==> config.mk <==
export PLATFORM = sky130hd
export DESIGN_NAME = vac_iter
export DESIGN_NICKNAME = d
export VERILOG_FILES = /design/src/sv/vector_angle_classifier_core_assert.svh /design/src/sv/vac_pkg.sv /design/src/sv/vac_iter.sv
export SDC_FILE = /design/constraint.sdc
export NUM_CORES = 1
export LEC_CHECK = 0
export ABC_AREA = 1
export CAP_MARGIN = 5
export CORE_ASPECT_RATIO = 1.75
export CORE_MARGIN = 2
export CORE_UTILIZATION = 28
export CTS_CLUSTER_SIZE = 28
export DETAILED_ROUTE_END_ITERATION = 10
export DONT_BUFFER_PORTS = 1
export PLACE_DENSITY = 0.4
export SETUP_SLACK_MARGIN = 0.2
export SYNTH_ARGS = -nofsm -noshare
export SYNTH_HDL_FRONTEND = slang
export SYNTH_SLANG_ARGS = --single-unit
==> constraint.sdc <==
create_clock -name clk -period 23.2 [get_ports clk]
set_input_delay 1.16 -clock clk [delete_from_list [all_inputs] [get_ports clk]]
set_output_delay 1.16 -clock clk [all_outputs]
set_load 0.005 [all_outputs]
==> src/sv/vector_angle_classifier_core_assert.svh <==
// Assertion macros shared by the vector angle classifier RTL.
// Both macros sample on the rising edge of clk and are disabled while rst_n is low.
`ifndef VECTOR_ANGLE_CLASSIFIER_CORE_ASSERT_SVH
`define VECTOR_ANGLE_CLASSIFIER_CORE_ASSERT_SVH

// The condition must hold at every clock edge.
`define VAC_ASSERT_ALWAYS(label, cond, msg) \
    label: assert property (@(posedge clk) disable iff (!rst_n) (cond)) else $error(msg);

// The consequent must hold in any cycle where the antecedent holds.
`define VAC_ASSERT_IMPLIES(label, ante, cons, msg) \
    label: assert property (@(posedge clk) disable iff (!rst_n) (ante) |-> (cons)) \
        else $error(msg);

`endif

==> src/sv/vac_pkg.sv <==
`timescale 1ns / 1ps

package vac_pkg;

    typedef enum logic [1:0] {
        REL_NOT_ORTHO   = 2'd0,
        REL_ORTHONORMAL = 2'd1,
        REL_ORTHOGONAL  = 2'd2
    } relation_t;

    typedef struct packed {
        logic      zero;
        logic      cross_zero;
        logic      dot_neg;
        logic      dot_zero;
        relation_t rel;
    } vac_flags_t;

    // Angle accumulator: degrees in Q.16, signed.
    localparam int ZW = 26;
    localparam logic signed [ZW-1:0] DEG90_Q16  = 26'sd5898240;
    localparam logic signed [ZW-1:0] DEG180_Q16 = 26'sd11796480;
    localparam logic [ZW-1:0]        ROUND_HALF = 26'd128;

    localparam int MAX_ATAN_STAGES = 24;
    localparam int ATAN_W = 22;

    // atan(2^-i) in degrees, Q.16.
    localparam logic [ATAN_W-1:0] ATAN_TABLE [0:MAX_ATAN_STAGES-1] = '{
        22'd2949120, 22'd1740967, 22'd919879, 22'd466945, 22'd234379, 22'd117304,
        22'd58666, 22'd29335, 22'd14668, 22'd7334, 22'd3667, 22'd1833,
        22'd917, 22'd458, 22'd229, 22'd115, 22'd57, 22'd29,
        22'd14, 22'd7, 22'd4, 22'd2, 22'd1, 22'd0
    };

    // Squared length of a unit vector with 8 fraction bits.
    localparam int UNIT_SQ = 65536;

    localparam int ANGLE_W  = 16;
    localparam int LEN_W    = 16;
    localparam int SUM_W    = 17;
    localparam int SLEN_W   = 17;
    localparam int OUT_BITS = 3 * LEN_W + 3 * SUM_W;
    localparam int OUT_TDATA_W = ((OUT_BITS + 7) / 8) * 8;

endpackage

==> src/sv/vac_iter.sv <==
`timescale 1ns / 1ps

module vac_iter #(
    parameter int W          = 16,
    parameter int IDX        = 0,
    parameter int NUM_CORDIC = 16
) (
    input  logic                          clk,
    input  logic                          rst_n,
    input  logic                          in_valid,
    output logic                          in_ready,
    input  logic signed [2*W+2:0]         in_x,
    input  logic signed [2*W+2:0]         in_y,
    input  logic signed [vac_pkg::ZW-1:0] in_z,
    input  logic [2:0][2*W+1:0]           in_rad,
    input  logic [2:0][W+2:0]             in_rem,
    input  logic [2:0][W:0]               in_root,
    input  vac_pkg::vac_flags_t           in_flags,
    input  logic signed [W:0]             in_sx,
    input  logic signed [W:0]             in_sy,
    output logic                          out_valid,
    input  logic                          out_ready,
    output logic signed [2*W+2:0]         out_x,
    output logic signed [2*W+2:0]         out_y,
    output logic signed [vac_pkg::ZW-1:0] out_z,
    output logic [2:0][2*W+1:0]           out_rad,
    output logic [2:0][W+2:0]             out_rem,
    output logic [2:0][W:0]               out_root,
    output vac_pkg::vac_flags_t           out_flags,
    output logic signed [W:0]             out_sx,
    output logic signed [W:0]             out_sy
);
    import vac_pkg::*;

    localparam int NW = 2 * W + 2;
    localparam int RS = W + 1;
    localparam int CW = 2 * W + 3;
    localparam bit DO_CORDIC = (IDX < NUM_CORDIC) && (IDX < MAX_ATAN_STAGES);
    localparam bit DO_SQRT   = (IDX < RS);
    localparam int TIDX = (IDX < MAX_ATAN_STAGES) ? IDX : 0;
    localparam logic signed [ZW-1:0] ATAN_STEP = ZW'(ATAN_TABLE[TIDX]);

    logic                 v_reg;
    logic                 ce;
    logic signed [CW-1:0] x_reg, y_reg, x_next, y_next;
    logic signed [ZW-1:0] z_reg, z_next;
    logic [2:0][NW-1:0]   rad_reg, rad_next;
    logic [2:0][RS+1:0]   rem_reg, rem_next;
    logic [2:0][RS-1:0]   root_reg, root_next;
    vac_flags_t           flags_reg;
    logic signed [W:0]    sx_reg, sy_reg;

    assign ce = !v_reg || out_ready;
    assign in_ready = ce;

    // One CORDIC micro-rotation; shifts round toward minus infinity.
    always_comb
    begin
        if (DO_CORDIC)
        begin
            if (in_y > 0)
            begin
                x_next = in_x + (in_y >>> IDX);
                y_next = in_y - (in_x >>> IDX);
                z_next = in_z + ATAN_STEP;
            end
            else
            begin
                x_next = in_x - (in_y >>> IDX);
                y_next = in_y + (in_x >>> IDX);
                z_next = in_z - ATAN_STEP;
            end
        end
        else
        begin
            x_next = in_x;
            y_next = in_y;
            z_next = in_z;
        end
    end

    // One restoring square-root digit per lane: two radicand bits in, one root bit out.
    always_comb
    begin
        logic [RS+3:0] rem_sh;
        logic [RS+3:0] trial;
        for (int l = 0; l < 3; l++)
        begin
            rem_sh = {in_rem[l], in_rad[l][NW-1 -: 2]};
            trial  = {2'b00, in_root[l], 2'b01};
            if (!DO_SQRT)
            begin
                rem_next[l]  = in_rem[l];
                root_next[l] = in_root[l];
                rad_next[l]  = in_rad[l];
            end
            else if (rem_sh >= trial)
            begin
                rem_next[l]  = (RS+2)'(rem_sh - trial);
                root_next[l] = {in_root[l][RS-2:0], 1'b1};
                rad_next[l]  = in_rad[l] << 2;
            end
            else
            begin
                rem_next[l]  = (RS+2)'(rem_sh);
                root_next[l] = {in_root[l][RS-2:0], 1'b0};
                rad_next[l]  = in_rad[l] << 2;
            end
        end
    end

    always_ff @(posedge clk or negedge rst_n)
    begin
        if (!rst_n)
            v_reg <= 1'b0;
        else if (ce)
            v_reg <= in_valid;
    end

    always_ff @(posedge clk)
    begin
        if (ce && in_valid)
        begin
            x_reg     <= x_next;
            y_reg     <= y_next;
            z_reg     <= z_next;
            rad_reg   <= rad_next;
            rem_reg   <= rem_next;
            root_reg  <= root_next;
            flags_reg <= in_flags;
            sx_reg    <= in_sx;
            sy_reg    <= in_sy;
        end
    end

    assign out_valid = v_reg;
    assign out_x     = x_reg;
    assign out_y     = y_reg;
    assign out_z     = z_reg;
    assign out_rad   = rad_reg;
    assign out_rem   = rem_reg;
    assign out_root  = root_reg;
    assign out_flags = flags_reg;
    assign out_sx    = sx_reg;
    assign out_sy    = sy_reg;

endmodule

# [Word level (Yosys, flattened, before mapping)]
# Index checks and enable logic that the tools add are counted.
[totals] regBits=341 input_bits=350 output_inout_bits=348 wordCells=44
[classes] add_sub_neg=8 order_cmp=4 mux=9 reduce_logical=3
[op_table] cell="$mux 35" n=2
[op_table] cell="$sub 35x35->35" n=2
[op_table] cell="$ge 21x19->1" n=3
[op_table] cell="$mux 19" n=3
[op_table] cell="$sub 19x19->19" n=3
[op_table] cell="$add 35x35->35" n=1
[op_table] cell="$gt 35x1->1 const B" n=1
[op_table] cell="$add 26x23->26 const B" n=1
[op_table] cell="$mux 26" n=1
[op_table] cell="$sub 26x23->26 const B" n=1
[op_table] cell="$mux 1" n=3
[op_table] cell="$logic_and 1x1->1" n=1
[op_table] cell="$logic_not 1->1" n=1
[op_table] cell="$logic_or 1x1->1" n=1

# [Longest topological paths before layout]
[depth] depth_word=3 depth_mapped=17 ltp_nobuf=16

# [Least setup slack after synthesis]
# Ideal clock, no wire load.
[synth_path] path_kind="in2reg" from="input port in_valid" to="register flags_reg (netlist bit out_flags[0]), enable pin" setup_time_ps=1152 arrival_time_ps=17441 t_required_ps=22048 setup_slack_ps=4606 cell_stages=2 n_path_buf=0 cell_sequence="inv_1 -> a21oi_1"
[synth_between] elab_chain_cells=1
[synth_lines] item="start, declared" line="vac_iter.sv:10" rtl="input logic in_valid,"
[synth_lines] item="$logic_and 1x1->1" line="vac_iter.sv:122" rtl="if (ce && in_valid)"
[synth_lines] item="end signal, assigned" line="vac_iter.sv:130" rtl="flags_reg <= in_flags;"
[synth_lines] item="end, declared" line="vac_iter.sv:50" rtl="vac_flags_t flags_reg;"
# No other way between the ends.
# A chain may end at the register's enable or synchronous reset.

# [Worst setup path in the final report]
[layout_path] from="input port in_y[2]" to="register z_reg[22], in the netlist out_z[22] (data pin)"
[layout_between] elab_chain_cells=2
[layout_lines] item="start, declared" line="vac_iter.sv:13" rtl="input logic signed [2*W+2:0] in_y,"
[layout_lines] item="$gt 35x1->1" line="vac_iter.sv:61" rtl="if (in_y > 0)"
[layout_lines] item="$mux 26" line="vac_iter.sv:61"
[layout_lines] item="via z_next[22]" line="vac_iter.sv:46" rtl="logic signed [ZW-1:0] z_reg, z_next;"
[layout_lines] item="end signal, assigned" line="vac_iter.sv:126" rtl="z_reg <= z_next;"
[layout_lines] item="end, declared" line="vac_iter.sv:46"
# The timed path passes the listed nets, and every way through them passes these cells.

==> results.json <==
{
  "run_status": "complete, no violations",
  "drt_first_iter_violations": 1354,
  "die_w_um": 219,
  "buffer_ports.inserted": 0,
  "grt_setup_unrepaired": "no",
  "grt_max_degree": 77,
  "worst_clock_skew_ns": 0.0149,
  "placed_area_mm2": 0.0236,
  "cts.htree.levels": 2,
  "hpwlAfterDp_mm": 93.6,
  "cts_tree": "built",
  "power_per_cell_area_mw_per_mm2": 73.2,
  "antenna_found_initial": 28,
  "cp_required_ns": 23.52,
  "worstSetupEndpointType": "flop",
  "drt.antenna.violating_nets": 0,
  "critPathLaunchType": "input pin",
  "slew-limit-headroom": 0.304,
  "flow.area_growth_from_synthesis_pct": 9.96,
  "final_area_mm2": 0.0249,
  "fp.coreArea_mm2": 0.0805,
  "synthesis_stage_register_bit_count": 340,
  "final_hold_viol_count": 0,
  "clk_latency_ns": 0.58,
  "clock_tree.buffer_depth": 3,
  "worstPathArrival_ns": 4.25,
  "critical_path.slowest_cell": "sky130_fd_sc_hd__buf_4",
  "final_nets": 3254,
  "peakVddDrop_mv": 0.0538,
  "postCtsHoldBufs": 0,
  "setup_total_negative_slack_ns": 0,
  "detail_route.drc_violations": 0,
  "criticalPathCategory": "input pin to flop",
  "post-synth-top-area-cell": "sky130_fd_sc_hd__edfxtp_1",
  "design.die.area_mm2": 0.0832,
  "min-delay-path-class": "input pin to asynchronous set/reset pin",
  "die_height_um": 380,
  "warning_count_from_the_yosys_run": 0,
  "count_of_maximum_capacitance_violations": 0,
  "timing.final.crit_period_ns": 3.92,
  "synth.distinct_cells": 48,
  "clkTransAtPathRegs_ns": 0.07,
  "grt_pass1_vias": 19400,
  "synth_top_cell_area_share": 0.450,
  "cts_setup_buffers": 0,
  "detail_route.first_pass.iterations": 7,
  "total_leakage_power_nw": 11.2,
  "cts.root.buffer_cell": "sky130_fd_sc_hd__clkbuf_16",
  "min_period_over_period": 0.169,
  "synth.cell_area_mm2": 0.0226,
  "timing.final.max_slew_violations": 0,
  "io_pins": 698,
  "viasPerCell": 5.05,
  "achievable-frequency_ghz": 0.255,
  "slowest_delay_ns": 0.46,
  "global_route_wire_length_before_repair_mm": 149,
  "final_layout_size_suffix_gt1_frac": 0.0438,
  "report.final.setup_viol": 0,
  "total_clock_sinks": 340,
  "wirelength_per_cell_um": 29.1,
  "layout.cells.non_filler": 3817,
  "floorplan.initialDensity": 0.281,
  "worst_margin_pin_slew_ns": 1.04,
  "fp-row-count": 138,
  "grt_util_all_layers": 0.259,
  "overflow": 0,
  "numCtsBuffers": 38,
  "cts_repair_resize_count": 0,
  "placed_cells_incl_taps": 3743,
  "synth_sequential_area_ratio": 0.451,
  "wl_mm": 111,
  "cell_by_cell_listing_of_the_critical_path": "inv_1, nand4_1, nor3_1, nand4_1, nand2_2, buf_4, inv_2, fa_1, o21ai_0, a21oi_1, nor2_1, nor2_1, xnor2_1",
  "gp_congestion": 0.991,
  "netlist_instances": 2740,
  "synth.top_cells.by_area": "sky130_fd_sc_hd__edfxtp_1 45%, sky130_fd_sc_hd__nand2_1 12%, sky130_fd_sc_hd__ha_1 9.2%, sky130_fd_sc_hd__inv_1 7.2%, sky130_fd_sc_hd__a21oi_1 4.0%",
  "critical_path_peak_fanout": 40,
  "syn-mean-instance-area_um2": 8.26,
  "num_vias": 19300
}
==> per-stage QoR <==
| step | power, W | setup slack [ns] | hold WS (ns) | util |
|---|---|---|---|---|
| finish | 0.00182 | 19.28 | 0.263 | 0.309 |
| global route | 0.00190 | 19.12 | 0.234 | 0.309 |
| CTS | 0.00184 | 19.34 | 0.224 | 0.309 |
| detailed placement | 0.00119 | 18.73 | 0.866 | 0.294 |
| global placement | 0.00120 | 18.70 | 0.866 | 0.294 |
| floorplan | 0.00105 | 4.61 | 0.528 | - |
==> layout make-up <==
class,instances,area [µm²]
Antenna cell,7,17.5
Sequential cell,340,10200
Fill cell,8628,55600
Multi-Input combinational cell,1905,10400
Timing Repair Buffer,8,60.1
Inverter,440,1650
Clock inverter,24,248
Clock buffer,43,991
Tap cell,1050,1310
==> layout by cell type (no fill, tap or decap), types with 3 or more instances in the layout <==
cell type / n
sky130_fd_sc_hd__nand2_1: 731
sky130_fd_sc_hd__inv_1: 436
sky130_fd_sc_hd__edfxtp_1: 339
sky130_fd_sc_hd__nor2_1: 227
sky130_fd_sc_hd__a21oi_1: 181
sky130_fd_sc_hd__nand3_1: 180
sky130_fd_sc_hd__ha_1: 167
sky130_fd_sc_hd__o21ai_0: 115
sky130_fd_sc_hd__xor2_1: 74
sky130_fd_sc_hd__nand4_1: 47
sky130_fd_sc_hd__clkbuf_16: 39
sky130_fd_sc_hd__o21bai_1: 29
sky130_fd_sc_hd__xnor2_1: 18
sky130_fd_sc_hd__o21ai_1: 18
sky130_fd_sc_hd__nor3_1: 16
sky130_fd_sc_hd__o21ai_2: 14
sky130_fd_sc_hd__nand3b_1: 10
sky130_fd_sc_hd__nor2_2: 8
sky130_fd_sc_hd__buf_4: 8
sky130_fd_sc_hd__diode_2: 7
sky130_fd_sc_hd__nor4_1: 7
sky130_fd_sc_hd__clkinv_2: 7
sky130_fd_sc_hd__a21o_1: 6
sky130_fd_sc_hd__nand3_2: 6
sky130_fd_sc_hd__conb_1: 6
sky130_fd_sc_hd__nand2_2: 5
sky130_fd_sc_hd__a31oi_1: 5
sky130_fd_sc_hd__or2_2: 5
sky130_fd_sc_hd__inv_2: 4
sky130_fd_sc_hd__a21boi_0: 4
sky130_fd_sc_hd__and2_1: 4
sky130_fd_sc_hd__fa_1: 4
sky130_fd_sc_hd__inv_6: 4
sky130_fd_sc_hd__clkbuf_1: 4
sky130_fd_sc_hd__nand3_4: 3
sky130_fd_sc_hd__bufinv_16: 3
sky130_fd_sc_hd__clkinvlp_4: 3
sky130_fd_sc_hd__clkinv_1: 3
==> cell usage after synthesis, drive strengths merged <==
cell,n
a21boi,4
a21o,6
a21oi,183
a31oi,5
and2,6
and3b,1
buf,55
clkbuf,5
conb,1
dfrtp,1
edfxtp,339
fa,4
ha,167
inv,440
nand2,736
nand3,189
nand3b,10
nand4,47
nor2,235
nor3,16
nor3b,1
nor4,8
o211ai,4
o21a,1
o21ai,147
o21bai,29
o31ai,1
or2,7
xnor2,18
xor2,74
==> critical path: cells and delay by family <==
family,cells,cell delay (ns)
fa+ha+maj,1,0.45
xor+xnor,1,0.12
simple gates,6,1.20
compound gates,2,0.50
buf+inv,3,0.76
==> registers in the layout, summed over array words and instances, names as in the netlist <==
| signal | count |
|---|---|
| out_sx | 17 |
| out_y | 34 |
| out_flags | 6 |
| out_valid | 1 |
| out_sy | 17 |
| out_rad | 96 |
| out_z | 26 |
| out_rem | 57 |
| out_x | 35 |
| out_root | 51 |
==> worst paths after layout <==
kind | from | to | slack, ns | cells past startpoint
min reg2reg | out_valid | out_valid | 0.94 | 2
max in group asynchronous | rst_n | out_valid | 22.87 | 0
min | rst_n | out_valid | 0.26 | 0
max reg2reg | out_valid | out_z[25] | 19.83 | 3
min in group clk | in_root[38] | out_root[39] | 0.66 | 0
max | in_y[2] | out_z[22] | 19.28 | 13
==> where the power goes <==
group	leakage, nW	switching [W]	total [W]	internal [W]
Sequential	3.24	0.0000468	0.000790	0.000743
Clock	0.603	0.000292	0.000639	0.000346
Combinational	7.34	0.000282	0.000394	0.000112
==> layer usage <==
metal / global-route usage / wire [µm] / up-vias
li1: - / - / 8952
met1: 0.221 / 33200 / 9049
met3: 0.0898 / 10000 / 285
met4: 0.200 / 9940 / 20
met5: 0 / 128 / -
met2: 0.481 / 57800 / 955
==> cell families (layout without fill, tap and decap cells) <==
kind of cell             after synthesis  in the layout  synth area share
AO/OA/AOI/OAI                        380            380            0.0922
XOR/XNOR                              92             92            0.0356
adder cells (fa/ha/maj)              171            171            0.0959
buffers and inverters                500            515            0.0910
flip-flops                           340            340             0.451
other                                  1             13          0.000166
AND/OR/NAND/NOR                     1256           1256             0.234
Power figures use the tool's default switching activity.
