`config.mk`:
```
export PLATFORM = sky130hd
export DESIGN_NAME = vac_back
export DESIGN_NICKNAME = d
export VERILOG_FILES = /design/src/sv/vector_angle_classifier_core_assert.svh /design/src/sv/vac_pkg.sv /design/src/sv/vac_back.sv
export SDC_FILE = /design/constraint.sdc
export NUM_CORES = 1
export LEC_CHECK = 0
export ABC_AREA = 0
export ABC_CLOCK_PERIOD_IN_PS = 7300
export BUFFER_PORTS_ARGS = -buffer_cell sky130_fd_sc_hd__buf_2
export CORE_UTILIZATION = 50
export DETAILED_ROUTE_END_ITERATION = 6
export PLACE_DENSITY = 0.86
export SYNTH_ARGS = -nofsm -noshare
export SYNTH_HDL_FRONTEND = slang
export SYNTH_SLANG_ARGS = --single-unit
```
`constraint.sdc`:
```
create_clock -name clk -period 7.3 [get_ports clk]
set_input_delay 1.46 -clock clk [delete_from_list [all_inputs] [get_ports clk]]
set_output_delay 1.46 -clock clk [all_outputs]
set_load 0.005 [all_outputs]
```
`src/sv/vector_angle_classifier_core_assert.svh`:
```
// Assertion macros shared by the vector angle classifier RTL.
// Both macros sample on the rising edge of clk and are disabled while rst_n is low.
`ifndef VECTOR_ANGLE_CLASSIFIER_CORE_ASSERT_SVH
`define VECTOR_ANGLE_CLASSIFIER_CORE_ASSERT_SVH

// The condition must hold at every clock edge.
`define VAC_ASSERT_ALWAYS(label, cond, msg) \
    label: assert property (@(posedge clk) disable iff (!rst_n) (cond)) else $error(msg);

// The consequent must hold in any cycle where the antecedent holds.
`define VAC_ASSERT_IMPLIES(label, ante, cons, msg) \
    label: assert property (@(posedge clk) disable iff (!rst_n) (ante) |-> (cons)) \
        else $error(msg);

`endif

```
`src/sv/vac_pkg.sv`:
```
`timescale 1ns / 1ps

package vac_pkg;

    typedef enum logic [1:0] {
        REL_NOT_ORTHO   = 2'd0,
        REL_ORTHONORMAL = 2'd1,
        REL_ORTHOGONAL  = 2'd2
    } relation_t;

    typedef struct packed {
        logic      zero;
        logic      cross_zero;
        logic      dot_neg;
        logic      dot_zero;
        relation_t rel;
    } vac_flags_t;

    // Angle accumulator: degrees in Q.16, signed.
    localparam int ZW = 26;
    localparam logic signed [ZW-1:0] DEG90_Q16  = 26'sd5898240;
    localparam logic signed [ZW-1:0] DEG180_Q16 = 26'sd11796480;
    localparam logic [ZW-1:0]        ROUND_HALF = 26'd128;

    localparam int MAX_ATAN_STAGES = 24;
    localparam int ATAN_W = 22;

    // atan(2^-i) in degrees, Q.16.
    localparam logic [ATAN_W-1:0] ATAN_TABLE [0:MAX_ATAN_STAGES-1] = '{
        22'd2949120, 22'd1740967, 22'd919879, 22'd466945, 22'd234379, 22'd117304,
        22'd58666, 22'd29335, 22'd14668, 22'd7334, 22'd3667, 22'd1833,
        22'd917, 22'd458, 22'd229, 22'd115, 22'd57, 22'd29,
        22'd14, 22'd7, 22'd4, 22'd2, 22'd1, 22'd0
    };

    // Squared length of a unit vector with 8 fraction bits.
    localparam int UNIT_SQ = 65536;

    localparam int ANGLE_W  = 16;
    localparam int LEN_W    = 16;
    localparam int SUM_W    = 17;
    localparam int SLEN_W   = 17;
    localparam int OUT_BITS = 3 * LEN_W + 3 * SUM_W;
    localparam int OUT_TDATA_W = ((OUT_BITS + 7) / 8) * 8;

endpackage

```
`src/sv/vac_back.sv`:
```
`timescale 1ns / 1ps

module vac_back #(
    parameter int W = 16
) (
    input  logic                          clk,
    input  logic                          rst_n,
    input  logic                          in_valid,
    output logic                          in_ready,
    input  logic signed [vac_pkg::ZW-1:0] in_z,
    input  logic [2:0][W+2:0]             in_rem,
    input  logic [2:0][W:0]               in_root,
    input  vac_pkg::vac_flags_t           in_flags,
    input  logic signed [W:0]             in_sx,
    input  logic signed [W:0]             in_sy,
    output logic                          out_valid,
    input  logic                          out_ready,
    output logic [vac_pkg::ANGLE_W-1:0]   angle,
    output logic [vac_pkg::LEN_W-1:0]     len1,
    output logic [vac_pkg::LEN_W-1:0]     len2,
    output logic [vac_pkg::SUM_W-1:0]     sum_x,
    output logic [vac_pkg::SUM_W-1:0]     sum_y,
    output logic [vac_pkg::SLEN_W-1:0]    sum_len,
    output vac_pkg::relation_t            relation,
    output logic                          zero
);
    import vac_pkg::*;

    localparam int RS = W + 1;

    logic                 v_reg;
    logic                 ce;
    logic signed [ZW-1:0] z_clamp, z_sel;
    logic [ZW-1:0]        z_round;
    logic [2:0][RS:0]     len_next;

    logic [ANGLE_W-1:0] angle_reg;
    logic [LEN_W-1:0]   len1_reg, len2_reg;
    logic [SUM_W-1:0]   sum_x_reg, sum_y_reg;
    logic [SLEN_W-1:0]  sum_len_reg;
    relation_t          relation_reg;
    logic               zero_reg;

    assign ce = !v_reg || out_ready;
    assign in_ready = ce;

    always_comb
    begin
        if (in_z < 0)
            z_clamp = '0;
        else if (in_z > DEG180_Q16)
            z_clamp = DEG180_Q16;
        else
            z_clamp = in_z;

        priority if (in_flags.zero)
            z_sel = '0;
        else if (in_flags.cross_zero)
            z_sel = in_flags.dot_neg ? DEG180_Q16 : '0;
        else if (in_flags.dot_zero)
            z_sel = DEG90_Q16;
        else
            z_sel = z_clamp;

        z_round = unsigned'(z_sel) + ROUND_HALF;

        // Round to nearest: step up when the remainder exceeds the root.
        for (int l = 0; l < 3; l++)
        begin
            len_next[l] = (RS+1)'(in_root[l]) +
                          (RS+1)'(in_rem[l] > (RS+2)'(in_root[l]));
        end
    end

    always_ff @(posedge clk or negedge rst_n)
    begin
        if (!rst_n)
            v_reg <= 1'b0;
        else if (ce)
            v_reg <= in_valid;
    end

    always_ff @(posedge clk)
    begin
        if (ce && in_valid)
        begin
            angle_reg    <= z_round[8 +: ANGLE_W];
            len1_reg     <= LEN_W'(len_next[0]);
            len2_reg     <= LEN_W'(len_next[1]);
            sum_len_reg  <= SLEN_W'(len_next[2]);
            sum_x_reg    <= SUM_W'(in_sx);
            sum_y_reg    <= SUM_W'(in_sy);
            relation_reg <= in_flags.rel;
            zero_reg     <= in_flags.zero;
        end
    end

    assign out_valid = v_reg;
    assign angle     = angle_reg;
    assign len1      = len1_reg;
    assign len2      = len2_reg;
    assign sum_x     = sum_x_reg;
    assign sum_y     = sum_y_reg;
    assign sum_len   = sum_len_reg;
    assign relation  = relation_reg;
    assign zero      = zero_reg;

endmodule

```
Yosys cells after proc, flatten, opt, wreduce, memory -nomap -nowiden
Cells that the tools add are included.
- register bits: 103
- input port bits: 178
- word-level logic and storage cells: 27
- $add $sub $neg: 4
- $lt $le $gt $ge: 5
- multiplexer cells: 6
- reductions and logical operators: 3
- operators with widths (cell ; number):
    2-to-1 mux 24 bit ; 6
    greater-than comparator 19 x 17 -> 1 bit ; 3
    adder 16 x 1 -> 16 bit ; 2
    greater-than comparator 26 x 25 -> 1 bit (second input constant) ; 1
    less-than comparator 26 x 1 -> 1 bit (second input constant) ; 1
    adder 24 x 8 -> 24 bit (second input constant) ; 1
    adder 17 x 1 -> 17 bit ; 1
    logical AND 1 bit ; 1
    logical NOT 1 bit ; 1
    logical OR 1 bit ; 1

Depth between registers and ports, before layout
Gate-level depths: netlist (run 1).
- word-level depth: 7
- depth in mapped cells: 15

Worst setup path after synthesis (run 1)
No wires, ideal clock.
- kind: input to register
- from: input out_ready
- to: register angle_reg[0] (netlist: angle[0]), enable pin
- setup time: 473 ps
- data arrival time: 3987 ps
- setup slack: 2840 ps
- cell stages on the path: 2
- path buffers: 0
- cell sequence: nand2b_1 -> and2_1
- word-level cells in the longest chain between the ends: 2
- RTL lines (element ; line ; source):
    from (decl) ; vac_back.sv:17 ; input logic out_ready,
    logical OR 1 bit ; vac_back.sv:44 ; assign ce = !v_reg || out_ready;
    logical AND 1 bit ; vac_back.sv:85 ; if (ce && in_valid)
    to (signal assigned) ; vac_back.sv:87 ; angle_reg <= z_round[8 +: ANGLE_W];
    to (decl) ; vac_back.sv:37 ; logic [ANGLE_W-1:0] angle_reg;
Every way passes these cells.
A chain may end at the register's enable or synchronous reset.

==> tab_implementation.tex, run 1 <==
\begin{tabular}{lr}
\hline
Metric & Value \\
\hline
\multicolumn{2}{l}{\textbf{Yosys}} \\
EDFF count, synth & 102 \\
Sequential-to-total area share from yosys stat & 54.3\% \\
Seq cells post-synth & roughly 100 \\
Post-synthesis net count & 724 \\
Instance count of the mapped netlist & 488 \\
Xor and xnor fraction of the mapped netlist area & 8.78\% \\
Synth Area in Adders & 12.8\% \\
Multiplexer share of the synthesized area & 0\% \\
Largest area contributor in the synthesized netlist & sky130\_fd\_sc\_hd\_\_edfxtp\_1 \\
Average instance area after synthesis & about 12 µm² \\
Post-Syn Area & 5690 µm² \\
Largest family of logic cells by synthesized area & simple AND/OR/NAND/NOR gates \\
Share of the synthesized area in the top cell type & $\sim$54\% \\
Post-synthesis share of cell area spent on and, or, nand and nor gates & 13.7\% \\
Most repeated cell in the gate-level netlist after synthesis & sky130\_fd\_sc\_hd\_\_edfxtp\_1 \\
Compound-Gate Fraction of Synth Area & 6.67\% \\
Async set-reset flop share out of synthesis & 0.971\% \\
Largest cells by area after synthesis & sky130\_fd\_sc\_hd\_\_edfxtp\_1 (54\%), sky130\_fd\_sc\_hd\_\_ha\_1 (13\%), sky130\_fd\_sc\_hd\_\_xnor2\_1 (7.1\%), sky130\_fd\_sc\_hd\_\_inv\_1 (3.8\%), sky130\_fd\_sc\_hd\_\_nor2\_1 (2.6\%) \\
Top FF cell, synth & sky130\_fd\_sc\_hd\_\_edfxtp\_1 \\
Yosys warning count & 0 \\
Unique masters post-synth & 36 \\
Most common library cells after synthesis & sky130\_fd\_sc\_hd\_\_edfxtp\_1 (102), sky130\_fd\_sc\_hd\_\_ha\_1 (58), sky130\_fd\_sc\_hd\_\_inv\_1 (57), sky130\_fd\_sc\_hd\_\_xnor2\_1 (46), sky130\_fd\_sc\_hd\_\_nor2\_1 (40) \\
\multicolumn{2}{l}{\textbf{Clocking}} \\
Clock insertion delay at the later pin of the skew report & around 0.35 ns \\
CTS sink count & just over 100 \\
Buffer cell driving the clock tree root & sky130\_fd\_sc\_hd\_\_clkbuf\_16 \\
CTS tree & done \\
Max clock buf depth & 2 \\
Number of resized instances in the post-cts repair step & 0 \\
CTS buffer count & 9 \\
Clock-pin slew of the registers on the worst-case setup and hold paths & 0.08 ns \\
Buffers inserted during post-CTS setup optimization & 0 \\
\# H-tree levels & 3 \\
Total of hold buffers inserted after clock tree synthesis & 0 \\
\multicolumn{2}{l}{\textbf{STA}} \\
Clock tree skew after final layout & 0.0129 ns \\
Setup repair after global routing missed its margin & false \\
Period utilisation layout & 56.6\% \\
Measured slew at the worst slew-check pin & 0.827 ns \\
Setup TNS Final & 0 ns \\
Minimum clock period after layout & 4.13 ns \\
Highest Clock Rate & 0.242 GHz \\
Final Hold Viols & 0 \\
Headroom to the max-slew limit & around 45\% \\
Final number of max-transition violations & 0 \\
Total of endpoints with negative setup slack in the final report & 0 \\
\multicolumn{2}{l}{\textbf{Critical path}} \\
Required @ worst endpoint & 7.40 ns \\
Category of the critical setup timing path & input pin to register \\
Reg2Reg Launch Point & out\_valid\$\_DFFE\_PN0N\_ \\
Arrival time of data at the critical path endpoint & 4.23 ns \\
Sort of element at the start of the critical path & input pin \\
Worst Setup SP & in\_root[35] \\
Category of the worst setup path capture point & register \\
Maximum fanout along the worst path & 5 \\
\multicolumn{2}{l}{\textbf{Flow run}} \\
Max capacitance violation total & 0 \\
\multicolumn{2}{l}{\textbf{Placement}} \\
Port buffer count & 281 \\
Placed standard-cell area & about 7300 µm² \\
Hpwl dp & 12,800 µm \\
Weighted congestion reported at the end of routability-driven placement & 0.903 \\
\multicolumn{2}{l}{\textbf{Finish}} \\
Area taken by flip-flops and latches & $\sim$3000 µm² \\
Total area of multi-input combinational cells & 2390 µm² \\
Final standard cell area without fillers & 7590 µm² \\
Layout cell share with drive strength beyond 1 & 38.0\% \\
Fillers & between 800 and 900 \\
Area growth from synthesis to layout & 33.5\% \\
Ant diodes & 0 \\
Final net count & 1,017 \\
\multicolumn{2}{l}{\textbf{GRT}} \\
Via count of the first global-routing pass & 4,978 \\
Pin count of the biggest net entering global routing & 66 \\
Met1 usage & about 29\% \\
Overflow after GRT & 0 \\
Antenna violations before repair & 0 \\
GRT met3 Usage & 5.08\% \\
Highest-utilization routing layer at the global route stage & met2 \\
GR Util All Layers & a little over a quarter \\
Met2 usage in global routing & 48.6\% \\
Global-route wire length before repair & 23,400 µm \\
\multicolumn{2}{l}{\textbf{Detailed routing}} \\
Detailed Route WL & 15,700 µm \\
Drt pass-1 iters & 4 \\
DRC & 0 \\
Via count & between 4,000 and 5,000 \\
Post-detailed-route via-to-cell ratio & 5.38 \\
Post-detailed-route wirelength per cell & 16.9 µm \\
Number of DRC violations after detailed-routing iteration 0 & 271 \\
Number of routed nets with antenna violations & 0 \\
\multicolumn{2}{l}{\textbf{Worst hold path}} \\
Start point of the worst hold path & out\_valid\$\_DFFE\_PN0N\_ \\
Path type of the worst min-delay path & register to register \\
\multicolumn{2}{l}{\textbf{Run status}} \\
Outcome & finished clean \\
\multicolumn{2}{l}{\textbf{Die}} \\
Io pins & around 280 \\
Width of the chip & 109 µm \\
Standard-cell rows & 38 \\
Die Outline Area & $\sim$12,000 µm² \\
Starting density of the core & about half \\
Die Y & 109 µm \\
Placeable core region & 11,000 µm² \\
\multicolumn{2}{l}{\textbf{Pwr}} \\
P\_leak & between 3 and 4 nW \\
Peak supply drop & $\sim$0.00011 V \\
Total power divided by cell area & 187 nW/µm² \\
\hline
\end{tabular}
[cell families (layout without fill, tap and decap cells)]
group           after synthesis  in the layout
xor+xnor                     57             57
flops                       103            103
compound gates               60             60
simple gates                153            153
fa+ha+maj                    58             58
buf+inv                      57            355
[where the power goes]
group	internal, mW	total [mW]	switching, mW
logic	0.104	0.226	0.122
registers	0.692	0.700	0.00815
clock network	0.246	0.493	0.247
total	1.04	1.42	0.378
[critical path, cell delays in order]
cell and delay, ns:
sky130_fd_sc_hd__buf_2 0.13, sky130_fd_sc_hd__inv_1 0.08, sky130_fd_sc_hd__ha_1 0.29, sky130_fd_sc_hd__nor2b_1 0.12, sky130_fd_sc_hd__o21ai_0 0.08, sky130_fd_sc_hd__a21oi_1 0.17, sky130_fd_sc_hd__o31ai_1 0.09, sky130_fd_sc_hd__o2111ai_1 0.11
sky130_fd_sc_hd__a211o_1 0.18, sky130_fd_sc_hd__ha_1 0.19, sky130_fd_sc_hd__nand4_1 0.14, sky130_fd_sc_hd__nor2_1 0.33, sky130_fd_sc_hd__and3_1 0.29, sky130_fd_sc_hd__and4_1 0.31, sky130_fd_sc_hd__nand3_1 0.12, sky130_fd_sc_hd__xnor2_1 0.14
[cell type report]
class	count	area share (%)
Clock inverter	7	1.15
Sequential cell	103	40.7
Clock buffer	9	2.97
Inverter	57	2.82
Tap cell	140	2.31
Timing Repair Buffer	282	18.6
Multi-Input combinational cell	328	31.4
[final timing paths]
| kind | end | slack [ns] | cells past startpoint |
|---|---|---|---|
| worst max register to register | angle[7]$_DFFE_PP_ | 5.11 | 3 |
| max in group asynchronous | out_valid$_DFFE_PN0N_ | 6.35 | 1 |
| worst min-delay path | out_valid$_DFFE_PN0N_ | 0.56 | 2 |
| min in group asynchronous | out_valid$_DFFE_PN0N_ | 0.87 | 1 |
| worst max-delay path | sum_len[16]$_DFFE_PP_ | 3.17 | 16 |
| worst min register to register | out_valid$_DFFE_PN0N_ | 0.56 | 2 |
[placed cells by master (no fill, tap or decap), types with 3 or more instances in the layout]
cell / synthesis / routed
sky130_fd_sc_hd__clkinv_8: 0 / 3
sky130_fd_sc_hd__nor2b_1: 7 / 7
sky130_fd_sc_hd__buf_2: 0 / 281
sky130_fd_sc_hd__xnor2_1: 46 / 46
sky130_fd_sc_hd__nor4_1: 10 / 10
sky130_fd_sc_hd__nor3_1: 9 / 9
sky130_fd_sc_hd__edfxtp_1: 102 / 102
sky130_fd_sc_hd__clkbuf_16: 0 / 9
sky130_fd_sc_hd__o2111ai_1: 3 / 3
sky130_fd_sc_hd__nand2_1: 20 / 20
sky130_fd_sc_hd__nand4_1: 19 / 19
sky130_fd_sc_hd__nand3_1: 24 / 24
sky130_fd_sc_hd__o21ai_0: 15 / 15
sky130_fd_sc_hd__inv_1: 57 / 57
sky130_fd_sc_hd__a21o_1: 7 / 7
sky130_fd_sc_hd__xor2_1: 11 / 11
sky130_fd_sc_hd__nor2_1: 40 / 40
sky130_fd_sc_hd__ha_1: 58 / 58
sky130_fd_sc_hd__nand2b_1: 5 / 5
sky130_fd_sc_hd__a21oi_1: 19 / 19
sky130_fd_sc_hd__and2_1: 5 / 4
sky130_fd_sc_hd__and3_1: 5 / 5
[metrics by stage]
stage / worst slack (ns) / instances / hold WS (ns) / util [%] / power [mW]
after detailed placement: 2.89 / 910 / 0.535 / 66.3 / 0.938
after floorplan: 2.84 / 488 / 0.537 / - / 0.815
final: 3.17 / 926 / 0.559 / 69.1 / 1.42
after global routing: 2.91 / 926 / 0.602 / 69.1 / 1.47
after CTS: 3.25 / 926 / 0.558 / 69.1 / 1.42
after global placement: 3.05 / 910 / 0.515 / 66.3 / 0.924
[routing by layer]
layer	routed length [µm]	vias up
li1	-	2361
met1	5990	2344
met2	8160	235
met3	995	44
met4	518	0
met5	0	-
Note: power is estimated with default switching activity, not from simulation.
==> inputs of run 2 (changes only) <==
--- a/config.mk
+++ b/config.mk
@@ -6,11 +6,11 @@
 export NUM_CORES = 1
 export LEC_CHECK = 0
 export ABC_AREA = 0
-export ABC_CLOCK_PERIOD_IN_PS = 7300
+export ABC_CLOCK_PERIOD_IN_PS = 3780
 export BUFFER_PORTS_ARGS = -buffer_cell sky130_fd_sc_hd__buf_2
-export CORE_UTILIZATION = 50
+export CORE_UTILIZATION = 42
 export DETAILED_ROUTE_END_ITERATION = 6
-export PLACE_DENSITY = 0.86
+export PLACE_DENSITY = 0.77
 export SYNTH_ARGS = -nofsm -noshare
 export SYNTH_HDL_FRONTEND = slang
 export SYNTH_SLANG_ARGS = --single-unit
==> constraint.sdc (replaced) <==
create_clock -name clk -period 3.78 [get_ports clk]
set_input_delay 0.756 -clock clk [delete_from_list [all_inputs] [get_ports clk]]
set_output_delay 0.756 -clock clk [all_outputs]
set_load 0.005 [all_outputs]
==> tab_implementation.tex, run 2 (same netlist as run 1, synthesis figures left out) <==
\begin{tabular}{lr}
\hline
Metric & Value \\
\hline
\multicolumn{2}{l}{\textbf{Critical path}} \\
Category of the worst setup path capture point & register \\
Critical-path cell with the highest stage delay & sky130\_fd\_sc\_hd\_\_nor2\_1 \\
Sort of element at the start of the critical path & input pin \\
Arrival time of data at the critical path endpoint & 3.37 ns (-0.86 ns) \\
Category of the critical setup timing path & input pin to register \\
Kind of cell with the highest combined delay on the critical path & simple AND/OR/NAND/NOR gates \\
Maximum fanout along the worst path & 5 (unchanged) \\
Cells along the critical path & buf\_2, inv\_1, ha\_1, nor2b\_1, o21ai\_0, a21oi\_1, o31ai\_1, o2111ai\_1, a211o\_1, ha\_1, nand4\_1, nor2\_1, and3\_1, and4\_1, nand3\_1, xnor2\_1 \\
Peak per-stage delay on the critical path & 0.33 ns (about the same) \\
Most common cell type on the critical path & sky130\_fd\_sc\_hd\_\_ha\_1 \\
Required @ worst endpoint & 3.88 ns (-3.52 ns) \\
R2r setup slk & 1.93 ns (-3.18 ns) \\
Buffers \& Inverters on Critical Path & 2 (unchanged) \\
\multicolumn{2}{l}{\textbf{Pwr}} \\
Design internal power & 2.06 mW (+97\%) \\
Proportion of power drawn by combinational gates & 15.6\% (-0.3 points) \\
Final Power & 2.73 mW (+92\%) \\
Reported net switching power & 0.668 mW (+77\%) \\
Peak supply drop & 0.000192 V (+72\%) \\
Seq pwr share & 49.6\% (+0.3 points) \\
Sw Share & 24.5\% (-2.1 points) \\
P\_leak & 3.47 nW (-0.14\%) \\
Share of power burned in the clock network & 34.8\% (about the same) \\
Total power divided by cell area & 357 nW/µm² (+91\%) \\
\multicolumn{2}{l}{\textbf{STA}} \\
Final number of max-transition violations & 0 (unchanged) \\
Minimum clock period after layout & 3.28 ns \\
Headroom to the max-slew limit & 49.2\% (+4.3 points) \\
Period utilisation layout & 86.6\% \\
Highest Clock Rate & 0.305 GHz \\
Clock tree skew after final layout & 0.00532 ns (-0.00754 ns) \\
Final Hold Viols & 0 (unchanged) \\
Total of endpoints with negative setup slack in the final report & 0 (unchanged) \\
Setup TNS Final & 0 ns (unchanged) \\
Setup repair after global routing missed its margin & false \\
Measured slew at the worst slew-check pin & 0.762 ns (-0.0647 ns) \\
\multicolumn{2}{l}{\textbf{Clocking}} \\
CTS tree & done \\
Number of resized instances in the post-cts repair step & 0 (unchanged) \\
Clock insertion delay at the later pin of the skew report & 0.35 ns (about the same) \\
CTS sink count & 103 (unchanged) \\
\# H-tree levels & 3 (unchanged) \\
Max clock buf depth & 2 (unchanged) \\
Buffers inserted during post-CTS setup optimization & 0 (unchanged) \\
Buffer cell driving the clock tree root & sky130\_fd\_sc\_hd\_\_clkbuf\_16 \\
CTS buffer count & 9 (unchanged) \\
Total of hold buffers inserted after clock tree synthesis & 0 (unchanged) \\
Clock-pin slew of the registers on the worst-case setup and hold paths & 0.07 ns (about the same) \\
\multicolumn{2}{l}{\textbf{Worst hold path}} \\
Path type of the worst min-delay path & input pin to asynchronous set/reset pin \\
\multicolumn{2}{l}{\textbf{Detailed routing}} \\
Detailed Route WL & 14,300 µm (-8.7\%) \\
Number of routed nets with antenna violations & 0 (unchanged) \\
DRC & 0 (unchanged) \\
Post-detailed-route via-to-cell ratio & 4.98 (-7.6\%) \\
Number of DRC violations after detailed-routing iteration 0 & 259 (-4.4\%) \\
Post-detailed-route wirelength per cell & 14.8 µm (-12\%) \\
Drt pass-1 iters & 5 (+1) \\
Via count & 4,791 (-3.9\%) \\
\multicolumn{2}{l}{\textbf{GRT}} \\
Overflow after GRT & 0 (unchanged) \\
Via count of the first global-routing pass & 4,627 (-7.1\%) \\
Pin count of the biggest net entering global routing & 56 (-15\%) \\
Antenna violations before repair & 0 (unchanged) \\
Global-route wire length before repair & 22,400 µm (-4.3\%) \\
GR Util All Layers & 20.6\% (-5.7 points) \\
\multicolumn{2}{l}{\textbf{Finish}} \\
Final standard cell area without fillers & 7640 µm² (+0.68\%) \\
Most used cells in the layout excluding fill and tap cells & sky130\_fd\_sc\_hd\_\_buf\_2 (281), sky130\_fd\_sc\_hd\_\_edfxtp\_1 (102), sky130\_fd\_sc\_hd\_\_ha\_1 (58), sky130\_fd\_sc\_hd\_\_inv\_1 (57), sky130\_fd\_sc\_hd\_\_xnor2\_1 (46) \\
Fillers & 1,180 (+40\%) \\
Number of cells in the finished layout apart from fillers & 963 (+4.0\%) \\
Area taken by flip-flops and latches & 3090 µm² (unchanged) \\
Total area of multi-input combinational cells & 2390 µm² (unchanged) \\
Most frequent standard cell in the layout excluding fill and tap cells & sky130\_fd\_sc\_hd\_\_buf\_2 \\
Area growth from synthesis to layout & 34.4\% \\
Final net count & 1,017 (unchanged) \\
Layout cell share with drive strength beyond 1 & 38.0\% (unchanged) \\
\multicolumn{2}{l}{\textbf{Placement}} \\
Hpwl dp & 11,800 µm (-7.4\%) \\
Weighted congestion reported at the end of routability-driven placement & 0.853 (-5.6\%) \\
Placed standard-cell area & 7340 µm² (+0.79\%) \\
Port buffer count & 281 (unchanged) \\
Total placed cells including tap cells & 946 (+4.0\%) \\
\multicolumn{2}{l}{\textbf{Die}} \\
Starting density of the core & 42.9\% (-8.8 points) \\
Width of the chip & 118 µm (+8.9\%) \\
Standard-cell rows & 42 (+11\%) \\
Placeable core region & 13,200 µm² (+21\%) \\
Die Y & 118 µm (+8.9\%) \\
Io pins & 282 (unchanged) \\
Die Outline Area & 14,000 µm² (+19\%) \\
\multicolumn{2}{l}{\textbf{Flow run}} \\
Max capacitance violation total & 0 (unchanged) \\
\multicolumn{2}{l}{\textbf{Run status}} \\
Outcome & finished clean \\
\hline
\end{tabular}
run 2: layer usage:
metal	GRT usage, %	share of wire, %	vias to the layer above
met5	0	0	-
met4	8.65	2.2	0
met3	5.16	7.3	24
met2	36.2	50	203
met1	23.8	41	2198
li1	-	-	2366
run 2: final cells by class:
cell class                 count  share of cell area (%)
clock buffer                   9                    2.95
inverter                      57                    2.80
multi-input combinational    328                    31.2
antenna                        1                  0.0327
clock inverter                 7                    1.03
tap                          176                    2.88
sequential                   103                    40.4
timing repair buffer         282                    18.7
run 2: final timing paths:
check | from | end | cells past startpoint
worst min register to register | out_valid$_DFFE_PN0N_ | out_valid$_DFFE_PN0N_ | 2
worst max-delay path | in_root[35] | sum_len[16]$_DFFE_PP_ | 16
worst max register to register | out_valid$_DFFE_PN0N_ | angle[15]$_DFFE_PP_ | 3
max in group asynchronous | rst_n | out_valid$_DFFE_PN0N_ | 1
min in group clk | out_valid$_DFFE_PN0N_ | out_valid$_DFFE_PN0N_ | 2
worst min-delay path | rst_n | out_valid$_DFFE_PN0N_ | 1
run 2: power by group through the flow:
stage | logic, mW | registers [mW] | clock network (mW)
final | 0.426 | 1.35 | 0.949
after global routing | 0.479 | 1.36 | 1.01
after CTS | 0.430 | 1.35 | 0.972
after detailed placement | 0.428 | 1.38 | 0
after global placement | 0.420 | 1.37 | 0
after floorplan | 0.180 | 1.39 | 0
run 2: per-stage QoR:
stage	hold WS, ns	util (%)	worst slack [ns]
after floorplan	0.460	-	0.0244
after global placement	0.509	55.4	0.229
after detailed placement	0.535	55.4	0.137
after CTS	0.160	57.7	0.510
after global routing	0.163	57.7	0.237
final	0.175	57.7	0.505
==> inputs of run 3 (changes only) <==
--- a/config.mk
+++ b/config.mk
@@ -8,9 +8,12 @@
 export ABC_AREA = 0
 export ABC_CLOCK_PERIOD_IN_PS = 3780
 export BUFFER_PORTS_ARGS = -buffer_cell sky130_fd_sc_hd__buf_2
-export CORE_UTILIZATION = 42
+export CELL_PAD_IN_SITES_DETAIL_PLACEMENT = 1
+export CELL_PAD_IN_SITES_GLOBAL_PLACEMENT = 1
+export CORE_UTILIZATION = 31
+export CTS_BUF_LIST = sky130_fd_sc_hd__clkbuf_16
 export DETAILED_ROUTE_END_ITERATION = 6
-export PLACE_DENSITY = 0.77
+export PLACE_DENSITY_LB_ADDON = 0.1
 export SYNTH_ARGS = -nofsm -noshare
 export SYNTH_HDL_FRONTEND = slang
 export SYNTH_SLANG_ARGS = --single-unit
==> tab_implementation.tex, run 3 (same netlist as run 1, synthesis figures left out) <==
\begin{tabular}{lr}
\hline
Metric & Value \\
\hline
\multicolumn{2}{l}{\textbf{Run status}} \\
Outcome & finished clean \\
\multicolumn{2}{l}{\textbf{Clocking}} \\
\# H-tree levels & 3 (unchanged) \\
Clock insertion delay at the later pin of the skew report & 0.34 ns (about the same) \\
Max clock buf depth & 2 (unchanged) \\
Total of hold buffers inserted after clock tree synthesis & 0 (unchanged) \\
Clock-pin slew of the registers on the worst-case setup and hold paths & 0.07 ns (about the same) \\
Buffers inserted during post-CTS setup optimization & 0 (unchanged) \\
Number of resized instances in the post-cts repair step & 0 (unchanged) \\
CTS sink count & 103 (unchanged) \\
CTS tree & done \\
CTS buffer count & 9 (unchanged) \\
Buffer cell driving the clock tree root & sky130\_fd\_sc\_hd\_\_clkbuf\_16 \\
\multicolumn{2}{l}{\textbf{Critical path}} \\
Category of the worst setup path capture point & register \\
Maximum fanout along the worst path & 5 (unchanged) \\
Category of the critical setup timing path & input pin to register \\
R2r setup slk & 2.01 ns (+0.08 ns) \\
Arrival time of data at the critical path endpoint & 3.41 ns (+0.04 ns) \\
Capture instance of the worst register-to-register path & sum\_x[11]\$\_DFFE\_PP\_ \\
Sort of element at the start of the critical path & input pin \\
Reg2Reg Launch Point & out\_valid\$\_DFFE\_PN0N\_ \\
R2R cell count & 3 (unchanged) \\
Required @ worst endpoint & 3.87 ns (about the same) \\
\multicolumn{2}{l}{\textbf{GRT}} \\
Overflow after GRT & 0 (unchanged) \\
Pin count of the biggest net entering global routing & 67 (+20\%) \\
Antenna violations before repair & 4 (+4) \\
Global-route wire length before repair & 25,200 µm (+13\%) \\
Via count of the first global-routing pass & 5,039 (+8.9\%) \\
GR Util All Layers & 17.5\% (-3.1 points) \\
\multicolumn{2}{l}{\textbf{Die}} \\
Width of the chip & 137 µm (+16\%) \\
Die Y & 137 µm (+16\%) \\
Standard-cell rows & 49 (+17\%) \\
Io pins & 282 (unchanged) \\
Placeable core region & 18,000 µm² (+36\%) \\
Starting density of the core & 31.7\% (-11 points) \\
Die Outline Area & 18,900 µm² (+35\%) \\
\multicolumn{2}{l}{\textbf{Pwr}} \\
Sw Share & 24.8\% (+0.30 points) \\
Design internal power & 2.06 mW (about the same) \\
Reported net switching power & 0.680 mW (+1.7\%) \\
P\_leak & 3.50 nW (+0.73\%) \\
Seq pwr share & 49.3\% (-0.3 points) \\
Peak supply drop & 0.000188 V (-2.0\%) \\
Total power divided by cell area & 355 nW/µm² (-0.61\%) \\
Proportion of power drawn by combinational gates & 15.9\% (+0.3 points) \\
Share of power burned in the clock network & 34.7\% (about the same) \\
Final Power & 2.74 mW (+0.47\%) \\
\multicolumn{2}{l}{\textbf{STA}} \\
Period utilisation layout & 87.7\% (+1.0 points) \\
Setup repair after global routing missed its margin & false \\
Final number of max-transition violations & 0 (unchanged) \\
Setup TNS Final & 0 ns (unchanged) \\
Final Hold Viols & 0 (unchanged) \\
Clock tree skew after final layout & 0.00632 ns (+0.000999 ns) \\
Highest Clock Rate & 0.302 GHz (-1.2\%) \\
Fin worst setup slack & 0.466 ns (-0.0383 ns) \\
Minimum clock period after layout & 3.31 ns (+0.0383 ns) \\
Headroom to the max-slew limit & 60.9\% (+12 points) \\
Smallest hold slack & 0.175 ns (-0.000610 ns) \\
Total of endpoints with negative setup slack in the final report & 0 (unchanged) \\
Measured slew at the worst slew-check pin & 0.572 ns (-0.191 ns) \\
\multicolumn{2}{l}{\textbf{Finish}} \\
Area growth from synthesis to layout & 35.8\% \\
Final standard cell area without fillers & 7720 µm² (+1.1\%) \\
Final net count & 1,019 (+0.20\%) \\
Most frequent standard cell in the layout excluding fill and tap cells & sky130\_fd\_sc\_hd\_\_buf\_2 \\
Layout cell share with drive strength beyond 1 & 37.9\% (-0.097 points) \\
Most used cells in the layout excluding fill and tap cells & sky130\_fd\_sc\_hd\_\_buf\_2 (281), sky130\_fd\_sc\_hd\_\_edfxtp\_1 (102), sky130\_fd\_sc\_hd\_\_inv\_1 (59), sky130\_fd\_sc\_hd\_\_ha\_1 (58), sky130\_fd\_sc\_hd\_\_xnor2\_1 (46) \\
\multicolumn{2}{l}{\textbf{Placement}} \\
Port buffer count & 281 (unchanged) \\
Weighted congestion reported at the end of routability-driven placement & 0.837 (-1.8\%) \\
Hpwl dp & 14,100 µm (+19\%) \\
Placed standard-cell area & 7420 µm² (+1.1\%) \\
Worst-case setup slack after placement & 0.0540 ns (-0.0826 ns) \\
\multicolumn{2}{l}{\textbf{Detailed routing}} \\
Via count & 4,796 (+0.10\%) \\
Post-detailed-route wirelength per cell & 16.4 µm (+10\%) \\
Number of routed nets with antenna violations & 0 (unchanged) \\
Drt pass-1 iters & 4 (-1) \\
Number of DRC violations after detailed-routing iteration 0 & 120 (-54\%) \\
DRC & 0 (unchanged) \\
Detailed Route WL & 16,700 µm (+17\%) \\
Post-detailed-route via-to-cell ratio & 4.70 (-5.5\%) \\
\multicolumn{2}{l}{\textbf{Flow run}} \\
Max capacitance violation total & 0 (unchanged) \\
\multicolumn{2}{l}{\textbf{Worst hold path}} \\
Path type of the worst min-delay path & input pin to asynchronous set/reset pin \\
\hline
\end{tabular}
run 3: cell types whose count changed in the layout (fill, tap and decap cells not counted):
cell and change:
sky130_fd_sc_hd__clkinvlp_4 -3, sky130_fd_sc_hd__diode_2 +2, sky130_fd_sc_hd__inv_1 +2, sky130_fd_sc_hd__inv_6 -2
sky130_fd_sc_hd__clkinv_4 +2, sky130_fd_sc_hd__inv_8 +1, sky130_fd_sc_hd__buf_4 +2
run 3: cell type report:
type	instances	area (µm²)
sequential	103	3090
timing repair buffer	284	1440
clock inverter	7	75.1
fill	2106	10200
tap	229	287
antenna	3	7.51
clock buffer	9	225
inverter	57	214
multi-input combinational	328	2390
run 3: per-stage QoR:
stage,instances,util (%)
3_3_place_gp,1001,41.3
5_1_grt,1020,43.0
4_1_cts,1017,43.0
2_1_floorplan,488,-
3_5_place_dp,1001,41.3
6_report,1020,43.0
run 3: how the worst max path moves through the flow:
stage	startpoint	to	depth (start not counted)
global route	in_root[35]	sum_len[16]$_DFFE_PP_	16
finish	in_root[35]	sum_len[16]$_DFFE_PP_	16
CTS	in_root[35]	sum_len[16]$_DFFE_PP_	16
floorplan	out_ready	angle[0]$_DFFE_PP_	2
detailed placement	in_root[35]	sum_len[16]$_DFFE_PP_	16
global placement	in_root[35]	sum_len[16]$_DFFE_PP_	16
run 3: power groups by stage:
stage | clock network [mW] | registers, mW | logic [mW]
3_3_place_gp | 0 | 1.38 | 0.428
2_1_floorplan | 0 | 1.39 | 0.180
4_1_cts | 0.986 | 1.35 | 0.447
5_1_grt | 1.02 | 1.36 | 0.500
3_5_place_dp | 0 | 1.38 | 0.445
6_report | 0.951 | 1.35 | 0.437
run 3: critical path, cell delays in order:
cell and delay (ns):
sky130_fd_sc_hd__buf_2 0.13, sky130_fd_sc_hd__inv_1 0.07, sky130_fd_sc_hd__ha_1 0.28, sky130_fd_sc_hd__nor2b_1 0.12
sky130_fd_sc_hd__o21ai_0 0.08, sky130_fd_sc_hd__a21oi_1 0.17, sky130_fd_sc_hd__o31ai_1 0.08, sky130_fd_sc_hd__o2111ai_1 0.10
sky130_fd_sc_hd__a211o_1 0.19, sky130_fd_sc_hd__ha_1 0.20, sky130_fd_sc_hd__nand4_1 0.14, sky130_fd_sc_hd__nor2_1 0.29
sky130_fd_sc_hd__and3_1 0.28, sky130_fd_sc_hd__and4_1 0.28, sky130_fd_sc_hd__nand3_1 0.11, sky130_fd_sc_hd__xnor2_1 0.13
run 3: per-layer routing:
| metal | share of wire, % | GRT usage (%) | vias up |
|---|---|---|---|
| met5 | 0.078 | 0 | - |
| met3 | 9.0 | 5.92 | 16 |
| li1 | - | - | 2365 |
| met2 | 50 | 31.0 | 178 |
| met4 | 1.3 | 5.25 | 2 |
| met1 | 40 | 19.7 | 2235 |
